`src/design/tdma_pkg.sv`:
```
// Shared types and constants for the TDMA slot scheduler.
// Holds the item structs, action and event codes and the divider interface.
// No dependencies.
`default_nettype none

package tdma_pkg;

  localparam int unsigned CalSamplesDef = 16;
  localparam int unsigned DivNumW = 44;
  localparam int unsigned DivDenW = 25;
  localparam int unsigned CfgW = 25;

  typedef enum logic [2:0] {
    ACT_TICK  = 3'd0,
    ACT_GPS   = 3'd1,
    ACT_START = 3'd2,
    ACT_GOOD  = 3'd3,
    ACT_BAD   = 3'd4,
    ACT_BREAK = 3'd5
  } action_e;

  typedef enum logic [3:0] {
    EV_TRANSMIT     = 4'd0,
    EV_MISSED_TX    = 4'd1,
    EV_NO_RECEIPT   = 4'd2,
    EV_RECEIPT      = 4'd3,
    EV_SLOT_TAKEN   = 4'd4,
    EV_OUT_OF_BOUND = 4'd5,
    EV_CALIBRATED   = 4'd6,
    EV_SAMPLE_TAKEN = 4'd7,
    EV_SAMPLE_REFUS = 4'd8,
    EV_WRONG_STATE  = 4'd9
  } event_e;

  typedef enum logic [2:0] {
    REG_RX_PERIOD  = 3'd0,
    REG_RX_OFFSET  = 3'd1,
    REG_TX_PERIOD  = 3'd2,
    REG_TX_OFFSET  = 3'd3,
    REG_RX_EXT     = 3'd4,
    REG_MAX_RX_ERR = 3'd5,
    REG_TX_WINDOW  = 3'd6
  } reg_idx_e;

  typedef struct packed {
    logic [2:0]         action;
    logic signed [31:0] local_time;
    logic signed [31:0] gps_time;
  } in_item_t;

  typedef struct packed {
    logic [3:0]         event_res;
    logic signed [31:0] slot;
    logic               last;
  } out_item_t;

  typedef struct packed {
    logic                      done;
    logic signed [DivNumW-1:0] quo;
    logic [DivDenW-1:0]        rem;
  } div_res_t;

endpackage

`default_nettype wire

```
`src/design/tdma_div.sv`:
```
// Serial signed floor divider, one quotient bit per cycle.
// Gives floor quotient and a remainder in [0, den). Uses tdma_pkg.
`default_nettype none

module tdma_div (
  input  wire logic                                clk_i,
  input  wire logic                                rst_ni,
  input  wire logic                                start_i,
  input  wire logic signed [tdma_pkg::DivNumW-1:0] num_i,
  input  wire logic [tdma_pkg::DivDenW-1:0]        den_i,
  output tdma_pkg::div_res_t                       res_o
);
  import tdma_pkg::*;

  localparam int unsigned CntW = $clog2(DivNumW + 1);

  typedef enum logic [1:0] {D_IDLE, D_RUN, D_FIX} dstate_e;

  dstate_e                   state_q;
  logic [CntW-1:0]           cnt_q;
  logic                      neg_q;
  logic [DivNumW-1:0]        mag_q;
  logic [DivDenW-1:0]        rem_q;
  logic [DivDenW-1:0]        den_q;
  logic                      done_q;
  logic signed [DivNumW-1:0] quo_q;
  logic [DivDenW-1:0]        remo_q;

  logic [DivDenW:0]   trial;
  logic               fits;
  logic [DivDenW-1:0] rem_next;

  assign trial    = {rem_q, mag_q[DivNumW-1]};
  assign fits     = trial >= {1'b0, den_q};
  assign rem_next = fits ? DivDenW'(trial - {1'b0, den_q}) : DivDenW'(trial);

  always_ff @(posedge clk_i or negedge rst_ni) begin
    if (!rst_ni) begin
      state_q <= D_IDLE;
      done_q  <= 1'b0;
      cnt_q   <= '0;
    end else begin
      done_q <= (state_q == D_FIX);
      unique case (state_q)
        D_IDLE: begin
          if (start_i) begin
            neg_q   <= num_i[DivNumW-1];
            mag_q   <= num_i[DivNumW-1] ? DivNumW'(-num_i) : DivNumW'(num_i);
            den_q   <= den_i;
            rem_q   <= '0;
            cnt_q   <= '0;
            state_q <= D_RUN;
          end
        end
        D_RUN: begin
          rem_q <= rem_next;
          mag_q <= {mag_q[DivNumW-2:0], fits};
          cnt_q <= cnt_q + 1'b1;
          if (cnt_q == CntW'(DivNumW - 1)) begin
            state_q <= D_FIX;
          end
        end
        D_FIX: begin
          // Truncated magnitude result turned into floor division.
          if (neg_q && rem_q != '0) begin
            quo_q  <= $signed(~mag_q);
            remo_q <= den_q - rem_q;
          end else if (neg_q) begin
            quo_q  <= -$signed(mag_q);
            remo_q <= '0;
          end else begin
            quo_q  <= $signed(mag_q);
            remo_q <= rem_q;
          end
          state_q <= D_IDLE;
        end
        default: state_q <= D_IDLE;
      endcase
    end
  end

  assign res_o.done = done_q;
  assign res_o.quo  = quo_q;
  assign res_o.rem  = remo_q;

endmodule

`default_nettype wire

```
`src/design/tdma_slot_scheduler.sv`:
```
// Top level of the TDMA slot scheduler: mode control, calibration and slot checks.
// Depends on tdma_pkg and the serial divider tdma_div.
//
//   channel | direction | handshake         | payload
//   in      | in        | in_valid/in_ready | in_item_i  (action, local_time, gps_time)
//   out     | out       | out_valid/ready   | out_item_o (event_res, slot, last)
//   cfg     | in        | cfg_we_i          | cfg_idx_i, cfg_data_i
//
// A tick in ready mode takes two serial divisions; a taken GPS sample, a reception outcome
// or a receive timeout check takes one division. Other items, and ticks while calibrating,
// exiting calibration or after a break, need no division.
// Results go through a single output register; a stalled output holds the sequencer.
// Reset is asynchronous and returns the scheduler to calibrating mode.
`default_nettype none

module tdma_slot_scheduler #(
  parameter int unsigned CAL_SAMPLES = tdma_pkg::CalSamplesDef
) (
  input  wire logic                           clk_i,
  input  wire logic                           rst_ni,
  input  wire logic                           in_valid_i,
  output logic                                in_ready_o,
  input  wire tdma_pkg::in_item_t             in_item_i,
  output logic                                out_valid_o,
  input  wire logic                           out_ready_i,
  output tdma_pkg::out_item_t                 out_item_o,
  input  wire logic                           cfg_we_i,
  input  wire logic [2:0]                     cfg_idx_i,
  input  wire logic [tdma_pkg::CfgW-1:0]      cfg_data_i
);
  import tdma_pkg::*;

  localparam int unsigned CntW = $clog2(CAL_SAMPLES + 1);

  typedef enum logic [2:0] {
    S_IDLE, S_DIV_TX, S_DIV_RX, S_DIV_OUTCOME, S_DIV_TIMEOUT, S_DIV_CAL, S_OUT
  } state_e;

  typedef enum logic [1:0] {M_CAL, M_EXIT, M_READY, M_RECV} mode_e;

  // Configuration registers.
  logic [23:0]        rx_period_q, tx_period_q, rx_ext_q, max_err_q, tx_win_q;
  logic signed [24:0] rx_off_q, tx_off_q;

  // Scheduler state.
  state_e             state_q;
  mode_e              mode_q;
  logic signed [39:0] err_sum_q;
  logic [CntW-1:0]    cnt_q;
  logic signed [31:0] clk_off_q;
  logic [1:0]         exit_q;
  logic signed [31:0] prev_q, oldp_q, t_q;
  logic signed [31:0] last_tx_q, last_rx_q, rx_start_q;
  logic               f_start_q, f_good_q, f_bad_q, f_break_q;
  event_e             ok_ev_q;
  logic signed [31:0] ts_q;
  logic [DivDenW-1:0] tx_rem_q;

  // Pending results and output register.
  event_e             res_ev_q [2];
  logic signed [31:0] res_slot_q [2];
  logic               nres_two_q, idx_q;
  logic               out_valid_q;
  out_item_t          out_q;

  // Divider control.
  logic                      div_go_q;
  logic signed [DivNumW-1:0] div_num_q;
  logic [DivDenW-1:0]        div_den_q;
  div_res_t                  div_res;

  tdma_div u_div (
    .clk_i   (clk_i),
    .rst_ni  (rst_ni),
    .start_i (div_go_q),
    .num_i   (div_num_q),
    .den_i   (div_den_q),
    .res_o   (div_res)
  );

  logic               accept;
  logic               div_go;
  logic signed [31:0] t_now;
  logic [23:0]        rp_eff, tp_eff;
  logic [CntW-1:0]    cnt_inc;
  logic signed [39:0] es_new;
  logic signed [31:0] q32, neg_slot;
  logic               tx_hit, tx_late, rx_hit;
  logic signed [34:0] tx_lim, to_diff;
  logic signed [25:0] err2;
  logic [25:0]        err_abs;
  logic               err_ok, to_hit;
  logic               out_free, out_load;

  assign accept   = in_valid_i && in_ready_o;
  assign in_ready_o = (state_q == S_IDLE);
  assign out_free = !out_valid_q || out_ready_i;
  assign out_load = (state_q == S_OUT) && out_free;
  assign t_now    = in_item_i.local_time + clk_off_q;
  assign rp_eff   = (rx_period_q == '0) ? 24'd1 : rx_period_q;
  assign tp_eff   = (tx_period_q == '0) ? 24'd1 : tx_period_q;
  assign cnt_inc  = cnt_q + 1'b1;
  assign es_new   = err_sum_q + 40'(in_item_i.gps_time) - 40'(in_item_i.local_time);

  // A division starts on a ready tick, a receiving tick without a break, a GPS
  // sample that is still taken, and after the transmit slot division.
  assign div_go = (accept &&
                   (((in_item_i.action == ACT_TICK) &&
                     ((mode_q == M_READY) || ((mode_q == M_RECV) && !f_break_q))) ||
                    ((in_item_i.action == ACT_GPS) && (cnt_q < CntW'(CAL_SAMPLES)))))
                || ((state_q == S_DIV_TX) && div_res.done);

  assign q32      = $signed(div_res.quo[31:0]);
  assign neg_slot = -q32;

  // Transmit slot start is the old tick time minus the division remainder.
  assign tx_lim  = 35'(oldp_q) - $signed(35'(tx_rem_q)) + $signed(35'(tx_win_q));
  assign tx_late = 35'(t_q) > tx_lim;
  assign tx_hit  = ts_q > last_tx_q;
  assign rx_hit  = q32 > last_rx_q;

  // Distance to the nearest slot is half of (remainder - period).
  assign err2    = $signed(26'(div_res.rem)) - $signed(26'(rp_eff));
  assign err_abs = err2[25] ? 26'(-err2) : 26'(err2);
  assign err_ok  = err_abs[25:1] < 25'(max_err_q);

  assign to_diff = 35'(t_q) - 35'(rx_start_q) - $signed(35'(div_res.rem));
  assign to_hit  = to_diff > $signed(35'(rx_ext_q));

  always_ff @(posedge clk_i or negedge rst_ni) begin
    if (!rst_ni) begin
      rx_period_q <= 24'd10000;
      tx_period_q <= 24'd10000;
      rx_off_q    <= '0;
      tx_off_q    <= '0;
      rx_ext_q    <= '0;
      max_err_q   <= '0;
      tx_win_q    <= 24'd200;
    end else if (cfg_we_i) begin
      unique case (cfg_idx_i)
        REG_RX_PERIOD:  rx_period_q <= cfg_data_i[23:0];
        REG_RX_OFFSET:  rx_off_q    <= $signed(cfg_data_i);
        REG_TX_PERIOD:  tx_period_q <= cfg_data_i[23:0];
        REG_TX_OFFSET:  tx_off_q    <= $signed(cfg_data_i);
        REG_RX_EXT:     rx_ext_q    <= cfg_data_i[23:0];
        REG_MAX_RX_ERR: max_err_q   <= cfg_data_i[23:0];
        REG_TX_WINDOW:  tx_win_q    <= cfg_data_i[23:0];
        default: ;
      endcase
    end
  end

  always_ff @(posedge clk_i or negedge rst_ni) begin
    if (!rst_ni) begin
      state_q     <= S_IDLE;
      mode_q      <= M_CAL;
      err_sum_q   <= '0;
      cnt_q       <= '0;
      clk_off_q   <= '0;
      exit_q      <= '0;
      prev_q      <= '0;
      last_tx_q   <= -32'sd1;
      last_rx_q   <= -32'sd1;
      rx_start_q  <= '0;
      f_start_q   <= 1'b0;
      f_good_q    <= 1'b0;
      f_bad_q     <= 1'b0;
      f_break_q   <= 1'b0;
      nres_two_q  <= 1'b0;
      idx_q       <= 1'b0;
      out_valid_q <= 1'b0;
      div_go_q    <= 1'b0;
    end else begin
      div_go_q    <= div_go;
      out_valid_q <= out_load || (out_valid_q && !out_ready_i);
      unique case (state_q)
        S_IDLE: begin
          if (accept) begin
            nres_two_q <= 1'b0;
            idx_q      <= 1'b0;
            case (in_item_i.action)
              ACT_TICK: begin
                t_q    <= t_now;
                oldp_q <= prev_q;
                prev_q <= t_now;
                unique case (mode_q)
                  M_CAL: begin
                    if (cnt_q >= CntW'(CAL_SAMPLES)) begin
                      mode_q <= M_EXIT;
                    end
                  end
                  M_EXIT: begin
                    if (exit_q == 2'd3) begin
                      mode_q        <= M_READY;
                      res_ev_q[0]   <= EV_CALIBRATED;
                      res_slot_q[0] <= '0;
                      state_q       <= S_OUT;
                    end else begin
                      exit_q <= exit_q + 1'b1;
                    end
                  end
                  M_READY: begin
                    div_num_q <= 44'(prev_q) - 44'(tx_off_q);
                    div_den_q <= DivDenW'(tp_eff);
                    state_q   <= S_DIV_TX;
                  end
                  M_RECV: begin
                    if (f_break_q) begin
                      f_break_q <= 1'b0;
                      mode_q    <= M_READY;
                    end else if (f_good_q || f_bad_q) begin
                      if (f_good_q) begin
                        f_good_q <= 1'b0;
                        ok_ev_q  <= EV_RECEIPT;
                      end else begin
                        f_bad_q <= 1'b0;
                        ok_ev_q <= EV_NO_RECEIPT;
                      end
                      // Nearest slot with ties down: ceil((2x - p) / 2p) = -floor((p - 2x) / 2p).
                      div_num_q <= $signed(44'(rp_eff))
                                 - ((44'(t_now) - 44'(rx_off_q)) <<< 1);
                      div_den_q <= DivDenW'(rp_eff) << 1;
                      state_q   <= S_DIV_OUTCOME;
                    end else begin
                      div_num_q <= 44'(rx_off_q) - 44'(rx_start_q);
                      div_den_q <= DivDenW'(rp_eff);
                      state_q   <= S_DIV_TIMEOUT;
                    end
                  end
                  default: ;
                endcase
              end
              ACT_GPS: begin
                if (cnt_q < CntW'(CAL_SAMPLES)) begin
                  err_sum_q <= es_new;
                  cnt_q     <= cnt_inc;
                  div_num_q <= (44'(es_new) <<< 1) + $signed(44'(cnt_inc));
                  div_den_q <= DivDenW'(cnt_inc) << 1;
                  state_q   <= S_DIV_CAL;
                end else begin
                  res_ev_q[0]   <= EV_SAMPLE_REFUS;
                  res_slot_q[0] <= '0;
                  state_q       <= S_OUT;
                end
              end
              ACT_START: begin
                f_start_q  <= 1'b1;
                rx_start_q <= t_now;
              end
              ACT_GOOD, ACT_BAD, ACT_BREAK: begin
                if (mode_q == M_RECV) begin
                  if (in_item_i.action == ACT_GOOD) begin
                    f_good_q <= 1'b1;
                  end else if (in_item_i.action == ACT_BAD) begin
                    f_bad_q <= 1'b1;
                  end else begin
                    f_break_q <= 1'b1;
                  end
                end else begin
                  res_ev_q[0]   <= EV_WRONG_STATE;
                  res_slot_q[0] <= '0;
                  state_q       <= S_OUT;
                end
              end
              default: ;
            endcase
          end
        end
        S_DIV_TX: begin
          if (div_res.done) begin
            ts_q      <= q32;
            tx_rem_q  <= div_res.rem;
            div_num_q <= 44'(t_q) - 44'(rx_off_q);
            div_den_q <= DivDenW'(rp_eff);
            state_q   <= S_DIV_RX;
          end
        end
        S_DIV_RX: begin
          if (div_res.done) begin
            if (tx_hit) begin
              res_ev_q[0]   <= tx_late ? EV_MISSED_TX : EV_TRANSMIT;
              res_slot_q[0] <= ts_q;
              last_tx_q     <= ts_q;
            end
            if (rx_hit) begin
              res_ev_q[tx_hit]   <= EV_NO_RECEIPT;
              res_slot_q[tx_hit] <= q32;
              last_rx_q          <= q32;
            end
            nres_two_q <= tx_hit && rx_hit;
            state_q    <= (tx_hit || rx_hit) ? S_OUT : S_IDLE;
            if (f_start_q) begin
              f_start_q <= 1'b0;
              mode_q    <= M_RECV;
            end
          end
        end
        S_DIV_OUTCOME: begin
          if (div_res.done) begin
            res_slot_q[0] <= neg_slot;
            if (neg_slot == last_rx_q) begin
              res_ev_q[0] <= EV_SLOT_TAKEN;
            end else if (err_ok) begin
              res_ev_q[0] <= ok_ev_q;
              last_rx_q   <= neg_slot;
            end else begin
              res_ev_q[0] <= EV_OUT_OF_BOUND;
            end
            mode_q  <= M_READY;
            state_q <= S_OUT;
          end
        end
        S_DIV_TIMEOUT: begin
          if (div_res.done) begin
            if (to_hit) begin
              res_slot_q[0] <= neg_slot;
              if (neg_slot == last_rx_q) begin
                res_ev_q[0] <= EV_SLOT_TAKEN;
              end else begin
                res_ev_q[0] <= EV_NO_RECEIPT;
                last_rx_q   <= neg_slot;
              end
              mode_q  <= M_READY;
              state_q <= S_OUT;
            end else begin
              state_q <= S_IDLE;
            end
          end
        end
        S_DIV_CAL: begin
          if (div_res.done) begin
            if (div_res.quo > 44'sd2147483647) begin
              clk_off_q <= 32'sh7fffffff;
            end else if (div_res.quo < -44'sd2147483648) begin
              clk_off_q <= 32'sh80000000;
            end else begin
              clk_off_q <= q32;
            end
            res_ev_q[0]   <= EV_SAMPLE_TAKEN;
            res_slot_q[0] <= '0;
            state_q       <= S_OUT;
          end
        end
        S_OUT: begin
          if (out_free) begin
            out_q.event_res <= res_ev_q[idx_q];
            out_q.slot      <= res_slot_q[idx_q];
            out_q.last      <= (idx_q == nres_two_q);
            if (idx_q == nres_two_q) begin
              state_q <= S_IDLE;
            end else begin
              idx_q <= 1'b1;
            end
          end
        end
        default: state_q <= S_IDLE;
      endcase
    end
  end

  assign out_valid_o = out_valid_q;
  assign out_item_o  = out_q;

endmodule

`default_nettype wire

```
`config.mk`:
```
export PLATFORM = sky130hd
export DESIGN_NAME = tdma_slot_scheduler
export DESIGN_NICKNAME = d
export VERILOG_FILES = /design/src/design/tdma_pkg.sv /design/src/design/tdma_div.sv /design/src/design/tdma_slot_scheduler.sv
export SDC_FILE = /design/constraint.sdc
export NUM_CORES = 2
export LEC_CHECK = 0
export BUFFER_PORTS_ARGS = -buffer_cell sky130_fd_sc_hd__buf_2
export CORE_MARGIN = 10
export CORE_UTILIZATION = 37
export CTS_BUF_LIST = sky130_fd_sc_hd__clkbuf_16
export DETAILED_ROUTE_END_ITERATION = 10
export HOLD_SLACK_MARGIN = 0.15
export RECOVER_POWER = 50
export SETUP_SLACK_MARGIN = 0.3
export SYNTH_ARGS = -nofsm -noshare
export SYNTH_HDL_FRONTEND = slang
export SYNTH_HIERARCHICAL = 1
export SYNTH_SLANG_ARGS = --single-unit
```
`constraint.sdc`:
```
create_clock -name clk_i -period 8.5 [get_ports clk_i]
set_clock_uncertainty 0.05 [all_clocks]
set_input_delay 0.425 -clock clk_i [delete_from_list [all_inputs] [get_ports clk_i]]
set_output_delay 0.425 -clock clk_i [all_outputs]
set_load 0.03 [all_outputs]
```
== Word level (Yosys, flattened, before mapping) ==
Memory sizes are Yosys's and may differ from the RTL's. A register that Yosys moved wholly into a read port is not among the register bits.
Cells that the tools add are included.

* Add/sub/neg operators: 23
* Multipliers: 0
* Div/mod/pow operators: 0
* Magnitude comparators: 10
* Equality and inequality tests: 66
* Shifts and indexed selects: 0
* Muxes and demuxes: 176
* Bitwise logic cells: 18
* Reduce and logical (&&, ||, !) cells: 82

{| class="wikitable"
|+ Operators with widths
! cell !! number
|-
| 32-bit two-way mux || 16
|-
| 44-bit two-way mux || 9
|-
| 44-bit one-hot mux with 2 select lines || 4
|-
| 25-bit two-way mux || 9
|-
| 25-bit one-hot mux with 2 select lines || 4
|-
| 32-bit by 25-bit subtractor with 33-bit output || 3
|-
| 32-bit one-hot mux with 3 select lines || 1
|-
| 44-bit negation || 2
|-
| 1-bit two-way mux || 81
|-
| 32-bit > comparator || 2
|-
| 25-bit subtractor || 2
|-
| 24-bit zero test || 2
|-
| 24-bit two-way mux || 2
|-
| 44-bit by 32-bit > comparator with 1-bit output (second input constant) || 1
|-
| 44-bit by 32-bit < comparator with 1-bit output (second input constant) || 1
|-
| 44-bit NOT || 1
|-
| 41-bit by 6-bit adder with 42-bit output || 1
|-
| 40-bit by 32-bit adder with 40-bit output || 1
|-
| 40-bit by 32-bit subtractor with 40-bit output || 1
|-
| 3-bit two-way mux || 13
|-
| 4-bit two-way mux || 9
|-
| 25-bit by 34-bit subtractor with 35-bit output || 1
|-
| 33-bit by 25-bit adder with 34-bit output || 1
|-
| 32-bit by 34-bit > comparator with 1-bit output || 1
|-
| other kinds (65) || 207
|}

* Register bits: 758
* Bits in latches: 0
* Bits in writable memories: 72
* ROM bits: 0
* Bits of input ports: 100
* Memories: 2

{| class="wikitable"
|+ Memory list
! name !! words !! bits a word !! read ports !! clocked after memory_dff !! wr ports !! line !! text
|-
| res_slot_q || 2 || 32 || 1 || 1 || 2 || tdma_slot_scheduler.sv:61 || <nowiki>logic signed [31:0] res_slot_q [2];</nowiki>
|-
| res_ev_q || 2 || 4 || 1 || 1 || 2 || tdma_slot_scheduler.sv:60 || <nowiki>event_e res_ev_q [2];</nowiki>
|}

== Logic depth before layout (Yosys ltp) ==
* Word-level depth: 17
* Gate-level depth with buffers: 32
* Gate-level depth less buffers: 32

== By module ==
Netlist, hierarchy kept.

{| class="wikitable"
|+ By module, submodules not included
! module !! instances !! cells each !! area each (µm²) !! sequential area each (µm²)
|-
| tdma_slot_scheduler || 1 || 5771 || 52616.7 || 18644.1
|-
| tdma_div || 1 || 1111 || 11094.4 || 5149.9
|}

== Least setup slack after synthesis ==
OpenSTA, ideal clock, no wires.

* Kind: input to register
* Start point: in in_item_i[32] (netlist name)
* End point: reg div_num_q[34], data pin
* Library setup time: 0.290 ns
* Arrival time: 6.306 ns
* Required time: 8.160 ns
* Path slack: 1.854 ns
* Cell stages on the path: 29
* Path buffers: 0
* Path through: ha_1 > fa_1 > a21o_1 > a21oi_1 > o21bai_1 > a21oi_1 > a21oi_1 > a21o_1 > a21oi_1 > xnor2_1 > ha_1 > and2_1 > and3_1 > o22a_1 > o211ai_1 > nand3_1 > a21o_1 > a21oi_1 > xor2_1 > ha_1 > nand3_1 > or2_2 > o211ai_1 > a221oi_1 > and4b_1 > nor3b_2 > nand3_1 > a221oi_1 > o21ai_0

* Longest elaborated chain between the ends: 9

{| class="wikitable"
|+ RTL lines
! what !! line !! text
|-
| start, declared || tdma_slot_scheduler.sv:23 || <nowiki>input wire tdma_pkg::in_item_t in_item_i,</nowiki>
|-
| 32-bit adder || tdma_slot_scheduler.sv:99 || <nowiki>assign t_now = in_item_i.local_time + clk_off_q;</nowiki>
|-
| via t_now[10] || tdma_slot_scheduler.sv:83 || <nowiki>logic signed [31:0] t_now;</nowiki>
|-
| 32-bit by 25-bit subtractor with 33-bit output || tdma_slot_scheduler.sv:221 || <nowiki>- ((44'(t_now) - 44'(rx_off_q)) <<< 1);</nowiki>
|-
| 25-bit by 34-bit subtractor with 35-bit output || tdma_slot_scheduler.sv:221 ||
|-
| 44-bit two-way mux || tdma_slot_scheduler.sv:211 || <nowiki>end else if (f_good_q || f_bad_q) begin</nowiki>
|-
| 44-bit two-way mux || tdma_slot_scheduler.sv:208 || <nowiki>if (f_break_q) begin</nowiki>
|-
| 44-bit one-hot mux with 2 select lines || tdma_slot_scheduler.sv:186 || <nowiki>unique case (mode_q)</nowiki>
|-
| 44-bit one-hot mux with 2 select lines || tdma_slot_scheduler.sv:181 || <nowiki>case (in_item_i.action)</nowiki>
|-
| 44-bit two-way mux || tdma_slot_scheduler.sv:178 || <nowiki>if (accept) begin</nowiki>
|-
| 44-bit one-hot mux with 2 select lines || tdma_slot_scheduler.sv:176 || <nowiki>unique case (state_q)</nowiki>
|-
| end signal, assigned || tdma_slot_scheduler.sv:203 || <nowiki>div_num_q <= 44'(prev_q) - 44'(tx_off_q);</nowiki>
|-
| end signal, assigned || tdma_slot_scheduler.sv:220 || <nowiki>div_num_q <= $signed(44'(rp_eff))</nowiki>
|-
| end signal, assigned || tdma_slot_scheduler.sv:225 || <nowiki>div_num_q <= 44'(rx_off_q) - 44'(rx_start_q);</nowiki>
|-
| end, declared || tdma_slot_scheduler.sv:68 || <nowiki>logic signed [DivNumW-1:0] div_num_q;</nowiki>
|}

The timed path passes the listed nets, and every way through them passes these cells. The select of a mux whose other input is x is not followed.
A chain may end at the register's enable or synchronous reset.

== Worst setup path in the final report ==
* Start point: reg clk_off_q[0]
* End point: reg div_num_q[30], data pin

* Longest elaborated chain between the ends: 9

{| class="wikitable"
|+ RTL lines
! what !! line !! text
|-
| start, declared || tdma_slot_scheduler.sv:50 || <nowiki>logic signed [31:0] clk_off_q;</nowiki>
|-
| start signal, assigned || tdma_slot_scheduler.sv:337 || <nowiki>clk_off_q <= q32;</nowiki>
|-
| 32-bit adder || tdma_slot_scheduler.sv:99 ||
|-
| via t_now[10] || tdma_slot_scheduler.sv:83 ||
|-
| 32-bit by 25-bit subtractor with 33-bit output || tdma_slot_scheduler.sv:221 ||
|-
| 25-bit by 34-bit subtractor with 35-bit output || tdma_slot_scheduler.sv:221 ||
|-
| 44-bit two-way mux || tdma_slot_scheduler.sv:211 ||
|-
| 44-bit two-way mux || tdma_slot_scheduler.sv:208 ||
|-
| 44-bit one-hot mux with 2 select lines || tdma_slot_scheduler.sv:186 ||
|-
| 44-bit one-hot mux with 2 select lines || tdma_slot_scheduler.sv:181 ||
|-
| 44-bit two-way mux || tdma_slot_scheduler.sv:178 ||
|-
| 44-bit one-hot mux with 2 select lines || tdma_slot_scheduler.sv:176 ||
|}

The timed path passes the listed nets, and every way through them passes these cells. The select of a mux whose other input is x is not followed.

==> qor.txt <==
status - complete, but fails checks
failing checks - max-capacitance violations, max-slew violations
Final Non-Filler Cells - 9385
FF-to-FF End - div_num_q[30]
R2R Setup Slk - 0.75 ns
crit path capture type - flip-flop
DR WL/cell - 24.0 um
Arr. time, crit path - 8.19 ns
Hold Startpoint - in_item_i[44]
Final Max Slew Viols - 756
TNS Setup - 0 ns
most frequent cells in the layout - inv_1 (714), nand2_1 (670), ha_1 (528)
pin count of the biggest net entering global routing - 153
gpl congestion - 0.966
worst path bufs/invs - 0
ys async rst share - 46.6%
Chip Width - 435 um
vias in the first global route - 51000
Setup Crit Path Kind - flip-flop to flip-flop
core area - 171000 um^2
Post-Syn Instances - 6882
final net count - 7709
switching share of power - 34.6%
Worst path most repeated cell - a21o_1
CTS clk-pin slew, worst paths - 0.07 ns
Lkg Pwr - 30.2 nW
clock network power share - 33.5%
most common cell after layout, fill and taps aside - inv_1
number of remaining DRC errors - 0
r2r startpoint - clk_off_q[0]
synthesized area - 63700 um^2
sequential share of power - 35.0%
H-tree depth - 3
Vias per Instance - 5.63
PD cells - 197 nW/um^2
CTS tree - done
Stages on worst setup path - 30
io pins - 139
TritonRoute pass-1 iters - 6
Yosys warning count - 6
synthesized net count - 7608
Final ANT Viol Nets - 0
CTS buffer count - 101
Std-Cell Rows - 152
Hold Vio Cnt, Final - 0
WL final - 226000 um
Yosys cell types - 103
global-route wire length before repair - 335000 um
main flop type after synthesis - edfxtp_1
Yosys top cell area share - 21.4%
final core occ - 41.3%
via count - 52800
post-synthesis sequential area ratio - 37.3%
crit-path leading delay family - compound AO/OA/AOI/OAI gates
Power Internal - 0.00910 W
startpoint types - flip-flop
Die ar. - 189000 um^2
Slew @ Worst Pin - 4.09 ns
combinational power share - 31.5%
Slew headroom - -173%
hold path cells - 5
highest-delay cell along the critical path - a221oi_1
initial antenna violation count - 13
Yosys reg bits - 857
fillers - 16900
VDD IR max - 160 uV
Skew-Pair Late Insertion Delay - 0.77 ns
CP required - 8.94 ns
MaxCap Viol Count - 18
worst r2r path cells - 30
gr ovfl total - 0
share of layout cells above drive strength 1 - 9.45%
# clock sinks - 857
Port Buffers - 138
Switching Power - 0.00482 W
Setup-failing EPs final - 0
Max clock buf depth - 3
Area Growth Syn to Fin - 11.1%
Post-synth EDFFs - 454
overall routing resource usage - 23.0%
initial DRC count - 4653
Post-Place Cells - 9152
CTS root buf - clkbuf_16
Synth area leaders - edfxtp_1 (21%), dfrtp_1 (13%), ha_1 (10%)
Avg Cell Area, Syn - 9.26 um^2
fin crit share - 91.2%
min Tclk post-route - 7.75 ns
crit path max fanout - 5
die height - 435 um
unrepaired setup endpoints after global routing - no
Initial Util - 37.2%
area leader, netlist - edfxtp_1
detailed placer's ending HPWL - 176000 um
Slowest Stage Delay on Critical Path - 0.60 ns
Hold Path Class - primary input to flip-flop
hold endpoint - prev_q[12]
fmax - 0.129 GHz
## stage by stage
stage	instance area, um^2	worst slack, ns	power [W]	hold slack (ns)
finish	70800	0.749	0.0139	0.299
global route	70800	0.333	0.0147	0.291
CTS	70900	0.490	0.0140	0.187
detailed placement	67100	0.358	0.00924	0.355
global placement	67100	0.511	0.00919	0.353
floorplan	63700	1.85	0.00798	0.0794
## per-layer routing
metal	wire, um	vias up	track usage (%)
li1	-	24900	-
met1	96000	25900	29.7
met2	104000	1676	37.5
met3	13000	394	3.54
met4	12500	6	11.1
met5	42	-	0
## synthesized netlist by cell type, drive strengths merged, types with 98 or more instances
master and count:
inv 692, fa 98, a21o 193, mux2 176, dfrtp 322, nor3 141, o21ai 505, ha 528
a21oi 447, nand3 140, edfxtp 454, nand2 671, xnor2 305, xor2 204, nor2 399, clkbuf 231
## worst max-delay path by stage
stage | to | slack (ns) | start
2_1_floorplan | div_num_q[34] | 1.85 | in_item_i[32]
3_3_place_gp | div_num_q[42] | 0.51 | in_item_i[32]
3_5_place_dp | div_num_q[38] | 0.36 | in_item_i[32]
4_1_cts | last_rx_q[24] | 0.49 | rx_period_q[18]
5_1_grt | div_num_q[30] | 0.33 | clk_off_q[0]
6_report | div_num_q[30] | 0.75 | clk_off_q[0]
## layout make-up
class	instances	area (um^2)	share of cell area, %
antenna	3	7.51	0.0106
clock buffer	104	2600	3.68
clock inverter	88	907	1.28
inverter	692	2600	3.67
multi-input combinational	5072	36400	51.5
sequential	857	23800	33.6
tap	2310	2890	4.08
timing repair buffer	259	1580	2.23
## power groups by stage
stage	sequential (W)	clock, W	combinational, W
6_report	0.00488	0.00466	0.00438
5_1_grt	0.00490	0.00491	0.00485
4_1_cts	0.00487	0.00474	0.00434
3_5_place_dp	0.00495	0	0.00429
3_3_place_gp	0.00494	0	0.00425
2_1_floorplan	0.00489	0	0.00309
## state kept, by name, indices dropped and copies added, names as in the netlist, 32 cells and up
| signal | count |
|---|---|
| clk_off_q | 32 |
| div_num_q | 42 |
| err_sum_q | 40 |
| last_rx_q | 32 |
| last_tx_q | 32 |
| oldp_q | 32 |
| out_item_o | 37 |
| prev_q | 32 |
| res_slot_q | 64 |
| rx_start_q | 32 |
| t_q | 32 |
| ts_q | 32 |
| u_div/mag_q | 44 |
| u_div/quo_q | 44 |
## kinds of logic (layout without fill, tap and decap cells)
family                     after synthesis  after routing  synth area share [%]
and+or+nand+nor                       1895           1895                  14.4
AOI/OAI and AO/OA                     1802           1802                  18.0
buffers and inverters                  953           1143                  5.72
DFF                                    857            857                  37.3
adders and majority gates              626            626                  13.4
xor gates and xnor gates               509            509                  7.00
muxes                                  240            240                  4.12
other                                    0              3                     0
## worst reg2reg max path: cells and delay by family, from the launching register on
family                     cells  cell delay [ns]
AOI/OAI and AO/OA             18             3.97
adders and majority gates      4             1.31
DFF                            1             0.38
and+or+nand+nor                5             1.13
xor gates and xnor gates       3             0.66
## repair_timing
item	4_1_cts	5_1_grt
setup endpoints to repair	0	35
hold buffers	36	0
gates resized for setup	0	6
setup buffers	0	2
hold endpoints to repair	212	0
Note: power is estimated with default switching activity, not from simulation.
